[src/sv/dpm_pkg.sv]
// decaying peak meter package: sequencer states, register indexes, class codes,
// log2 interpolation table and fixed constants; no dependencies
package dpm_pkg;

  typedef enum logic [8:0] {
    ST_IDLE   = 9'b000000001,
    ST_DECAY  = 9'b000000010,
    ST_PICK   = 9'b000000100,
    ST_NORM   = 9'b000001000,
    ST_INTERP = 9'b000010000,
    ST_ACCUM  = 9'b000100000,
    ST_SCALE  = 9'b001000000,
    ST_ROUND  = 9'b010000000,
    ST_EMIT   = 9'b100000000
  } state_t;

  typedef struct packed {
    logic load;
    logic run;
  } norm_ctl_t;

  localparam int CFG_IDX_W = 2;
  localparam logic [CFG_IDX_W-1:0] REG_DECAY_GAIN = 2'd0;
  localparam logic [CFG_IDX_W-1:0] REG_PEAK_LEVEL = 2'd1;
  localparam logic [CFG_IDX_W-1:0] REG_WARN_LEVEL = 2'd2;

  localparam logic [1:0] CLASS_SAFE = 2'd0;
  localparam logic [1:0] CLASS_WARN = 2'd1;
  localparam logic [1:0] CLASS_PEAK = 2'd2;

  localparam logic [15:0]       DECAY_GAIN_RST = 16'd62259;
  localparam logic signed [7:0] PEAK_LEVEL_RST = -8'sd10;
  localparam logic signed [7:0] WARN_LEVEL_RST = -8'sd20;

  // 20*log10(2) in q16
  localparam int               MB_W          = 19;
  localparam logic [MB_W-1:0]  DB_PER_LOG2   = 19'd394566;
  localparam int               NEG_W         = 21;
  localparam logic [15:0]      DB_FLOOR_Q8   = 16'd30720;
  localparam logic signed [16:0] BAR_OFFSET_Q8 = 17'sd15360;

  // log2(1 + k/16) in q1.16
  function automatic logic [16:0] log2_lut(input logic [4:0] k);
    logic [16:0] r;
    case (k)
      5'd0:    r = 17'd0;
      5'd1:    r = 17'd5732;
      5'd2:    r = 17'd11136;
      5'd3:    r = 17'd16248;
      5'd4:    r = 17'd21098;
      5'd5:    r = 17'd25711;
      5'd6:    r = 17'd30110;
      5'd7:    r = 17'd34312;
      5'd8:    r = 17'd38336;
      5'd9:    r = 17'd42196;
      5'd10:   r = 17'd45904;
      5'd11:   r = 17'd49472;
      5'd12:   r = 17'd52911;
      5'd13:   r = 17'd56229;
      5'd14:   r = 17'd59434;
      5'd15:   r = 17'd62534;
      default: r = 17'd65536;
    endcase
    return r;
  endfunction

endpackage

[src/sv/dpm_mul.sv]
// decaying peak meter shared multiplier, product registered
// no dependencies
module dpm_mul #(
  parameter int A_W = 23,
  parameter int B_W = 19
) (
  input  logic               clk,
  input  logic [A_W-1:0]     a,
  input  logic [B_W-1:0]     b,
  output logic [A_W+B_W-1:0] prod
);

  always_ff @(posedge clk) begin
    prod <= (A_W+B_W)'(a) * (A_W+B_W)'(b);
  end

endmodule

[src/sv/dpm_norm.sv]
// normaliser: while run is set, shifts left one bit a cycle until the top bit is set
// depends on dpm_pkg
module dpm_norm #(
  parameter int W = 23
) (
  input  logic                  clk,
  input  dpm_pkg::norm_ctl_t    ctl,
  input  logic [W-1:0]          din,
  output logic [W-1:0]          norm,
  output logic [$clog2(W)-1:0]  cnt
);

  always_ff @(posedge clk) begin
    if (ctl.load) begin
      norm <= din;
      cnt  <= '0;
    end else if (ctl.run && !norm[W-1]) begin
      norm <= {norm[W-2:0], 1'b0};
      cnt  <= cnt + 1'b1;
    end
  end

endmodule

[src/sv/decaying_peak_meter.sv]
// decaying peak meter top level: sequencer, state and config registers, output register
// depends on dpm_pkg, dpm_mul, dpm_norm
// a sample without buffer end is taken in idle; ready stays high
// a buffer end runs decay, pick, norm (one normaliser shift per leading zero of
// the held peak), interp, accum, scale, round, emit; a zero peak goes from pick to emit
// the shared multiplier does decay, interpolation and dB scaling; ready is low meanwhile
// synchronous reset clears peaks, config registers (to defaults) and the output valid
module decaying_peak_meter #(
  parameter int BAR_CELLS   = 60,
  parameter int SAMPLE_BITS = 24
) (
  input  logic                                clk,
  input  logic                                rst,
  input  logic                                in_valid,
  output logic                                in_ready,
  input  logic signed [SAMPLE_BITS-1:0]       sample,
  input  logic                                first_channel,
  input  logic                                buffer_end,
  output logic                                out_valid,
  input  logic                                out_ready,
  output logic [$clog2(BAR_CELLS+1)-1:0]      bar_length,
  output logic [1:0]                          level_class,
  output logic signed [15:0]                  level_db,
  input  logic                                cfg_valid,
  output logic                                cfg_ready,
  input  logic [dpm_pkg::CFG_IDX_W-1:0]       cfg_index,
  input  logic [15:0]                         cfg_data
);

  localparam int MAG_BITS = SAMPLE_BITS - 1;
  localparam int A_W      = (MAG_BITS > dpm_pkg::NEG_W) ? MAG_BITS : dpm_pkg::NEG_W;
  localparam int P_W      = A_W + dpm_pkg::MB_W;
  localparam int M_W      = P_W - 24;
  localparam int CW       = $clog2(MAG_BITS);
  localparam int BAR_W    = $clog2(BAR_CELLS+1);
  localparam logic [7:0] BAR_MAX = 8'(BAR_CELLS - 1);

  dpm_pkg::state_t state;

  logic [15:0]       decay_gain;
  logic signed [7:0] peak_level_db;
  logic signed [7:0] warn_level_db;
  logic [MAG_BITS-1:0] buffer_max;
  logic [MAG_BITS-1:0] held_peak;
  logic [16:0]       base;
  logic [dpm_pkg::NEG_W-1:0] neg;
  logic signed [15:0] db;

  // sample fold
  logic [MAG_BITS-1:0] smag;
  logic [MAG_BITS-1:0] bm_fold;
  assign smag    = sample[MAG_BITS-1:0];
  assign bm_fold = (first_channel && !sample[SAMPLE_BITS-1] && (smag > buffer_max)) ?
                   smag : buffer_max;

  // shared multiplier
  logic [A_W-1:0]           mul_a;
  logic [dpm_pkg::MB_W-1:0] mul_b;
  logic [P_W-1:0]           prod;

  dpm_mul #(.A_W(A_W), .B_W(dpm_pkg::MB_W)) u_mul (
    .clk  (clk),
    .a    (mul_a),
    .b    (mul_b),
    .prod (prod)
  );

  // normaliser
  dpm_pkg::norm_ctl_t  norm_ctl;
  logic [MAG_BITS-1:0] norm_val;
  logic [CW-1:0]       norm_cnt;
  logic [MAG_BITS-1:0] decayed;
  logic [MAG_BITS-1:0] pk;

  assign decayed = prod[MAG_BITS+15:16];
  assign pk      = (buffer_max > decayed) ? buffer_max : decayed;

  dpm_norm #(.W(MAG_BITS)) u_norm (
    .clk  (clk),
    .ctl  (norm_ctl),
    .din  (pk),
    .norm (norm_val),
    .cnt  (norm_cnt)
  );

  // table interpolation
  logic [30:0] frac;
  logic [3:0]  idx;
  logic [17:0] rem;
  logic [16:0] lut_lo;
  logic [16:0] lut_hi;
  logic [12:0] diff;
  logic [16:0] interp;

  assign frac   = 31'(norm_val[MAG_BITS-2:0]) << (32 - MAG_BITS);
  assign idx    = frac[30:27];
  assign rem    = frac[26:9];
  assign lut_lo = dpm_pkg::log2_lut({1'b0, idx});
  assign lut_hi = dpm_pkg::log2_lut(5'(idx) + 5'd1);
  assign diff   = 13'(lut_hi - lut_lo);
  assign interp = base + 17'(prod[30:18]);

  // rounding to q8.8
  logic [P_W-1:0] rnd;
  logic [M_W-1:0] mag;
  logic [15:0]    mag_c;
  assign rnd   = prod + P_W'(1 << 23);
  assign mag   = rnd[P_W-1:24];
  assign mag_c = (mag > M_W'(dpm_pkg::DB_FLOOR_Q8)) ? dpm_pkg::DB_FLOOR_Q8 : 16'(mag);

  // bar and class
  logic signed [16:0] bar_v;
  logic [7:0]         adj;
  logic [7:0]         adj_c;
  logic [BAR_W-1:0]   bar_next;
  logic [1:0]         class_next;

  assign bar_v    = {db[15], db} + dpm_pkg::BAR_OFFSET_Q8;
  assign adj      = bar_v[16] ? 8'd0 : bar_v[15:8];
  assign adj_c    = (adj > BAR_MAX) ? BAR_MAX : adj;
  assign bar_next = BAR_W'({1'b0, adj_c} + 9'd1);

  always_comb begin
    if (db > $signed({peak_level_db, 8'h00})) begin
      class_next = dpm_pkg::CLASS_PEAK;
    end else if (db > $signed({warn_level_db, 8'h00})) begin
      class_next = dpm_pkg::CLASS_WARN;
    end else begin
      class_next = dpm_pkg::CLASS_SAFE;
    end
  end

  always_comb begin
    mul_a = A_W'(held_peak);
    mul_b = dpm_pkg::MB_W'(decay_gain);
    if (state == dpm_pkg::ST_INTERP) begin
      mul_a = A_W'(diff);
      mul_b = dpm_pkg::MB_W'(rem);
    end else if (state == dpm_pkg::ST_SCALE) begin
      mul_a = A_W'(neg);
      mul_b = dpm_pkg::DB_PER_LOG2;
    end
  end

  always_comb begin
    norm_ctl.load = (state == dpm_pkg::ST_PICK);
    norm_ctl.run  = (state == dpm_pkg::ST_NORM);
  end

  assign in_ready  = (state == dpm_pkg::ST_IDLE);
  assign cfg_ready = 1'b1;

  // config registers
  always_ff @(posedge clk) begin
    if (rst) begin
      decay_gain    <= dpm_pkg::DECAY_GAIN_RST;
      peak_level_db <= dpm_pkg::PEAK_LEVEL_RST;
      warn_level_db <= dpm_pkg::WARN_LEVEL_RST;
    end else if (cfg_valid && cfg_ready) begin
      unique case (cfg_index)
        dpm_pkg::REG_DECAY_GAIN: decay_gain    <= cfg_data;
        dpm_pkg::REG_PEAK_LEVEL: peak_level_db <= cfg_data[7:0];
        dpm_pkg::REG_WARN_LEVEL: warn_level_db <= cfg_data[7:0];
        default: ;
      endcase
    end
  end

  // sequencer
  always_ff @(posedge clk) begin
    if (rst) begin
      state      <= dpm_pkg::ST_IDLE;
      out_valid  <= 1'b0;
      buffer_max <= '0;
      held_peak  <= '0;
    end else begin
      if (state == dpm_pkg::ST_EMIT && (!out_valid || out_ready)) begin
        out_valid <= 1'b1;
      end else if (out_valid && out_ready) begin
        out_valid <= 1'b0;
      end
      unique case (state)
        dpm_pkg::ST_IDLE: begin
          if (in_valid) begin
            buffer_max <= bm_fold;
            if (buffer_end) begin
              state <= dpm_pkg::ST_DECAY;
            end
          end
        end
        dpm_pkg::ST_DECAY: begin
          state <= dpm_pkg::ST_PICK;
        end
        dpm_pkg::ST_PICK: begin
          held_peak  <= pk;
          buffer_max <= '0;
          if (pk == '0) begin
            db    <= -$signed(dpm_pkg::DB_FLOOR_Q8);
            state <= dpm_pkg::ST_EMIT;
          end else begin
            state <= dpm_pkg::ST_NORM;
          end
        end
        dpm_pkg::ST_NORM: begin
          if (norm_val[MAG_BITS-1]) begin
            state <= dpm_pkg::ST_INTERP;
          end
        end
        dpm_pkg::ST_INTERP: begin
          base  <= lut_lo;
          state <= dpm_pkg::ST_ACCUM;
        end
        dpm_pkg::ST_ACCUM: begin
          neg   <= {5'(norm_cnt) + 5'd1, 16'h0000} - dpm_pkg::NEG_W'(interp);
          state <= dpm_pkg::ST_SCALE;
        end
        dpm_pkg::ST_SCALE: begin
          state <= dpm_pkg::ST_ROUND;
        end
        dpm_pkg::ST_ROUND: begin
          db    <= -$signed(mag_c);
          state <= dpm_pkg::ST_EMIT;
        end
        dpm_pkg::ST_EMIT: begin
          if (!out_valid || out_ready) begin
            bar_length  <= bar_next;
            level_class <= class_next;
            level_db    <= db;
            state       <= dpm_pkg::ST_IDLE;
          end
        end
        default: state <= dpm_pkg::ST_IDLE;
      endcase
    end
  end

`ifndef SYNTHESIS
  a_emit_only: assert property (@(posedge clk) disable iff (rst)
    $rose(out_valid) |-> $past(state) == dpm_pkg::ST_EMIT)
    else $error("result raised outside emit");

  a_db_range: assert property (@(posedge clk) disable iff (rst)
    out_valid |-> (level_db <= 16'sd0) && (level_db >= -16'sd30720))
    else $error("level out of range");

  a_bar_nonzero: assert property (@(posedge clk) disable iff (rst)
    out_valid |-> bar_length != '0)
    else $error("empty bar");

  a_plain_sample: assert property (@(posedge clk) disable iff (rst)
    in_valid && in_ready && !buffer_end |=> state == dpm_pkg::ST_IDLE)
    else $error("plain sample left idle");

  a_norm_done: assert property (@(posedge clk) disable iff (rst)
    state == dpm_pkg::ST_INTERP |-> norm_val[MAG_BITS-1])
    else $error("interpolation on unnormalised peak");
`endif

endmodule
[config.mk]
export PLATFORM = sky130hd
export DESIGN_NAME = decaying_peak_meter
export DESIGN_NICKNAME = d
export VERILOG_FILES = /design/src/sv/dpm_pkg.sv /design/src/sv/dpm_mul.sv /design/src/sv/dpm_norm.sv /design/src/sv/decaying_peak_meter.sv
export SDC_FILE = /design/constraint.sdc
export NUM_CORES = 2
export LEC_CHECK = 0
export ABC_AREA = 1
export BUFFER_PORTS_ARGS = -buffer_cell sky130_fd_sc_hd__buf_4
export CORE_MARGIN = 2
export CORE_UTILIZATION = 35
export DETAILED_ROUTE_END_ITERATION = 8
export GPL_TIMING_DRIVEN = 1
export HOLD_SLACK_MARGIN = 0.1
export PLACE_DENSITY_LB_ADDON = 0.08
export SYNTH_ARGS = -nofsm -noshare
export SYNTH_HDL_FRONTEND = slang
export SYNTH_SLANG_ARGS = --single-unit
[constraint.sdc]
create_clock -name clk -period 11.15 [get_ports clk]
set_input_delay 1.6725 -clock clk [delete_from_list [all_inputs] [get_ports clk]]
set_output_delay 1.6725 -clock clk [all_outputs]
set_load 0.05 [all_outputs]
---- Yosys cells after proc, flatten, opt, wreduce, memory -nomap -nowiden ----
Memories as Yosys holds them, arrays and structs flattened. A register that Yosys moved wholly into a read port is not among the register bits.
Cells that the tools add are included.
word-level totals
  bits in registers ....................... 236
  memory bits (read-only) ................. 512
  output and inout bits ................... 27
  memories kept ........................... 2
memory list
  memory            depth  width  rd ports  clocked after Yosys merged registers in  wr ports  line           source
  (name not given)  16     16     1         0                                        0         dpm_pkg.sv:45  case (k)
  (name not given)  16     16     1         1                                        0         dpm_pkg.sv:45
cells by class
  add/subtract/negate cells ............... 9
  multiply operators ...................... 1
  order comparisons ....................... 6
  eq/ne operators ......................... 17
  multiplexer cells ....................... 26
  bitwise gates (word level) .............. 1
  reductions and logical operators ........ 24
operators by type and width
  kind                                                                    number
  23-bit 2-to-1 mux                                                       7
  9-bit case mux with 9 select lines                                      1
  23-bit > comparator                                                     2
  23-bit case mux with 2 select lines                                     1
  9-bit 2-to-1 mux                                                        5
  42-bit by 24-bit adder with 42-bit output, second input constant        1
  23-bit by 19-bit multiplier with 42-bit output                          1
  19-bit 2-to-1 mux                                                       2
  16-bit > comparator                                                     2
  16-bit 2-to-1 mux                                                       2
  16-bit case mux with 2 select lines                                     1
  23-bit logical NOT                                                      1
  21-bit by 17-bit subtractor with 21-bit output                          1
  18-bit by 15-bit > comparator with 1-bit output, second input constant  1
  16-bit by 15-bit adder with 17-bit output, second input constant        1
  17-bit by 13-bit adder with 17-bit output                               1
  16-bit negator                                                          1
  13-bit 2-to-1 mux                                                       1
  13-bit subtractor                                                       1
  2-bit AND reduction                                                     5
  9-bit by 1-bit equality test with 1-bit output, second input constant   1
  9-bit by 2-bit equality test with 1-bit output, second input constant   1
  9-bit by 3-bit equality test with 1-bit output, second input constant   1
  9-bit by 4-bit equality test with 1-bit output, second input constant   1
  25 further kinds                                                        42

---- Logic depth before layout (Yosys ltp) ----
  word-level depth ........................ 6
  mapped depth ............................ 51
  mapped depth without buffers ............ 50

---- Modules after synthesis ----
Synthesis repeated with hierarchy kept, for this count alone.
second synthesis, totals
  cells, all modules ...................... 3988
  area total of the unflattened synthesis .. 29351.9 um^2
modules (own cells, without submodules)
  module               times used  cells an instance  area each (um^2)  seq. area each (um^2)
  dpm_mul              1           2216               16253.1           840.8
  decaying_peak_meter  1           1643               11858.9           4073.9
  dpm_norm             1           129                1239.9            790.8

---- Worst setup path after synthesis ----
Ideal clock, no wire load.
  path type ............................... reg-to-reg
  start ................................... register u_norm.norm[18]
  end ..................................... register u_mul.prod[40]
  data arrival time ....................... 7.947 ns
  data required time ...................... 11.038 ns
  slack ................................... 3.090 ns
  stages on the path, launching flop included .. 40
  buffers on the path ..................... 0
  period minus slack after synthesis ...... 8.060 ns
  path through ............................ edfxtp_1 -> ha_1 -> inv_1 -> nand2_1 -> nand2_1 -> clkinv_1 -> ha_1 -> o21ai_0 -> nor2_1 -> ha_1 -> nand2_1 -> o21ai_0 -> a21oi_1 -> o21ai_0 -> nand2_1 -> nand2_1 -> a21oi_1 -> or2_2 -> (+4 left out) -> fa_1 -> inv_1 -> fa_1 -> fa_1 -> fa_1 -> fa_1 -> inv_1 -> fa_1 -> inv_1 -> ha_1 -> a21oi_1 -> o21ai_0 -> a21boi_0 -> nor2_1 -> a211oi_1 -> nand2_1 -> nand2_1 -> nand2_1
on the way
  word-level cells in the longest chain between the ends .. 6
ends and longest elaborated chain
  item                                              line                        source
  start, declared                                   dpm_norm.sv:9               output logic [W-1:0] norm,
  start signal, assigned                            dpm_norm.sv:15              norm <= din;
  start signal, assigned                            dpm_norm.sv:18              norm <= {norm[W-2:0], 1'b0};
  4-bit by 1-bit adder with 5-bit output *          decaying_peak_meter.sv:99   assign lut_hi = dpm_pkg::log2_lut(5'(idx) + 5'd1);
  memory 16 x 16 bit                                --
  13-bit 2-to-1 mux *                               dpm_pkg.sv:45
  13-bit subtractor *                               decaying_peak_meter.sv:100  assign diff = 13'(lut_hi - lut_lo);
  23-bit 2-to-1 mux *                               decaying_peak_meter.sv:136  if (state == dpm_pkg::ST_INTERP) begin
  23-bit by 19-bit multiplier with 42-bit output *  dpm_mul.sv:14               prod <= (A_W+B_W)'(a) * (A_W+B_W)'(b);
  end signal, assigned                              dpm_mul.sv:14
  end, declared                                     dpm_mul.sv:10               output logic [A_W+B_W-1:0] prod
Mark *: on every way between the ends. The rest lies on a longest branch, timed or not.
A chain may end at the register's enable or synchronous reset.

---- Final worst setup path ----
  start ................................... register u_norm.norm[18]
  end ..................................... register u_mul.prod[39]
Same word-level chain as after synthesis.

==> impl_metrics.ini <==
[routing]
via_per_inst = 4.82
drc_errors = 0
routed_wl_mm = 94.0
route.vias.total = 22800
wire_per_inst_um = 19.9
final_antenna_net_count = 0
drt_iter0_markers = 1396
dr.pass1.iters = 5

[place]
dp_hpwl_mm = 78.1
io_buffers = 74
gp_congestion = 0.910
dp.cells = 4685

[timing]
setup_tns_ns = 0
fmax_mhz = 103
finalSetupViolations = 0
fin_crit_ns = 9.75
finClkSkew_ns = 0.0140
rsz0062_at_grt = no
worst_slew_pin_slew_ns = 1.08
period_share_pct = 87.4
hold_violations = 0
slew_viol_final = 0
slew_headroom_pct = 27.8

[die]
design.die.area_sq_mm = 0.0816
rows = 103
die_w_um = 286
io_pins = 76
start_util_pct = 35.3
dieHeight_um = 286
core_sq_mm = 0.0787

[global_routing]
antenna_found_initial = 0
grt_pass1_vias = 22900
grtUsageTotal_pct = 23.2
grt.overflow.total = 0
grt_first_pass_wirelength_mm = 142
grt_max_degree = 60

[critical_path]
r2r_start = u_norm.norm[18]
startpoint_type = register
path_class = register to register
cp_common_cell = nand2_1
end_kind = register
rrSetupSlack_ns = 1.40
slowest_stage = inv_1
crit_required_ns = 11.64
reg2reg_to = u_mul.prod[39]
arrival_ns = 10.24
crit_fanout = 10
reg2regPathDepth = 41
slowest_delay_ns = 0.61

[status]
outcome = complete, no violations

[clock_tree]
post_cts_resized = 0
clockBufferDepth = 3
htreeDepth = 1
clkTransAtPathRegs_ns = 0.07
cts_sinks = 235
holdBufCountCts = 0
cts_setup_buffers = 0
clk_latency_ns = 0.57
cts-root-buf = clkbuf_16
cts_tree = built
cts_buffers = 25

[finish]
synthToLayoutAreaGrowth_pct = 10.6
final_layout_size_suffix_gt1_share_pct = 6.30
diodes = 0
nets = 4301
stdcell_count = 4731

[power_and_ir_drop]
cellLeakagePower_uw = 0.0154
max-vdd-ir-drop_mv = 0.107
p_per_area_mw_per_mm2 = 81.7

[synth]
synth_edf_count = 100
yosys-top-cells-area = fa_1 (26%), edfxtp_1 (11%), ha_1 (10%)
synth_most_common_cell = inv_1
ys_warn_count = 0
synth_top_area_share_pct = 25.7
synth_top_area_cell = fa_1
yosys-top-cells-count = inv_1 (767), nand2_1 (725), nor2_1 (408), fa_1 (357), ha_1 (233)
netlist_area_sq_mm = 0.0278
ys_seq_area_share_pct = 20.5
synth-seq-cells = 235
syn_inst = 3581
async_flop_share_pct = 0
avgSynthCellArea_sq_um = 7.76
synth_cell_types = 55
ys.flop_type = dfxtp_1

[worst_hold_path]
whs_path_depth = 0
holdPathEnd = base[14]
min_path_type = register to register
worstHoldStart = lut_lo[14]

[run]
drv_cap = 0
registers in the layout, indices dropped and copies added (netlist names), 21 cells and up:
| register | count |
|---|---|
| buffer_max | 23 |
| u_mul.prod | 26 |
| neg | 21 |
| u_norm.norm | 23 |
| held_peak | 23 |
report_power, final:
group          switching [uW]  internal [uW]
combinational             380            178
sequential               38.0            933
clock                     397            584
worst max path at each step:
stage                      to  depth (start not counted)             from  slack [ns]
3_3_place_gp   u_mul.prod[39]                         41  u_norm.norm[18]        1.58
3_5_place_dp   u_mul.prod[39]                         41  u_norm.norm[18]        1.62
2_1_floorplan  u_mul.prod[40]                         39  u_norm.norm[18]        3.09
5_1_grt        u_mul.prod[40]                         40  u_norm.norm[18]        0.71
6_report       u_mul.prod[39]                         41  u_norm.norm[18]        1.40
4_1_cts        u_mul.prod[39]                         38  u_norm.norm[18]        1.56
layout make-up:
type,instances,area (sq um)
Inverter,791,2970
Tap cell,1050,1310
Fill cell,8352,48000
Clock inverter,17,264
Sequential cell,235,5710
Multi-Input combinational cell,2479,18800
Timing Repair Buffer,130,976
Clock buffer,29,683
worst max-delay path: cells and delay by family (launching register included):
| kind | cells | cell delay, ns |
|---|---|---|
| simple gates | 17 | 2.05 |
| compound gates | 7 | 1.26 |
| xor+xnor | 1 | 0.18 |
| flops | 1 | 0.53 |
| fa+ha+maj | 10 | 4.42 |
| buf+inv | 6 | 1.20 |
per-layer routing:
| layer | wire length (um) | vias up | GRT usage, % |
|---|---|---|---|
| met3 | 4690 | 92 | 3.06 |
| met5 | 0 | - | 0 |
| li1 | - | 11200 | - |
| met4 | 2030 | 0 | 4.76 |
| met1 | 45000 | 11100 | 33.9 |
| met2 | 42300 | 502 | 36.9 |
cell families (layout without fill, tap and decap cells):
| family | count (synthesis) | after routing | share of synthesized area (%) |
|---|---|---|---|
| flops | 235 | 235 | 20.5 |
| other cells | 2 | 15 | 0.0270 |
| xor+xnor | 72 | 72 | 2.32 |
| buf+inv | 880 | 967 | 12.0 |
| compound gates | 430 | 430 | 8.71 |
| simple gates | 1372 | 1372 | 20.2 |
| fa+ha+maj | 590 | 590 | 36.2 |
layout by cell type, fill, tap and decap left out, drive strengths merged, types with 12 or more instances in the layout:
| cell type | n |
|---|---|
| nand4 | 19 |
| conb | 15 |
| xor2 | 60 |
| nor2 | 423 |
| nand3 | 134 |
| a31oi | 12 |
| o21ai | 147 |
| xnor2 | 12 |
| a21oi | 191 |
| dfxtp | 135 |
| inv | 778 |
| clkinv | 22 |
| clkbuf | 29 |
| fa | 357 |
| buf | 130 |
| edfxtp | 100 |
| nor3 | 40 |
| ha | 233 |
| nand2 | 731 |
| o211ai | 18 |
per-stage QoR:
step	utilization, %	total power, uW	hold slack [ns]	area [sq um]	setup WS [ns]
after floorplan	-	1360	0.386	27800	3.09
after global placement	37.8	1550	0.389	29800	1.58
after detailed placement	37.8	1550	0.393	29800	1.62
after CTS	39.0	2530	0.402	30700	1.56
after global routing	39.0	2650	0.405	30700	0.709
final	39.0	2510	0.400	30700	1.40
(Power assumes the default switching activity.)
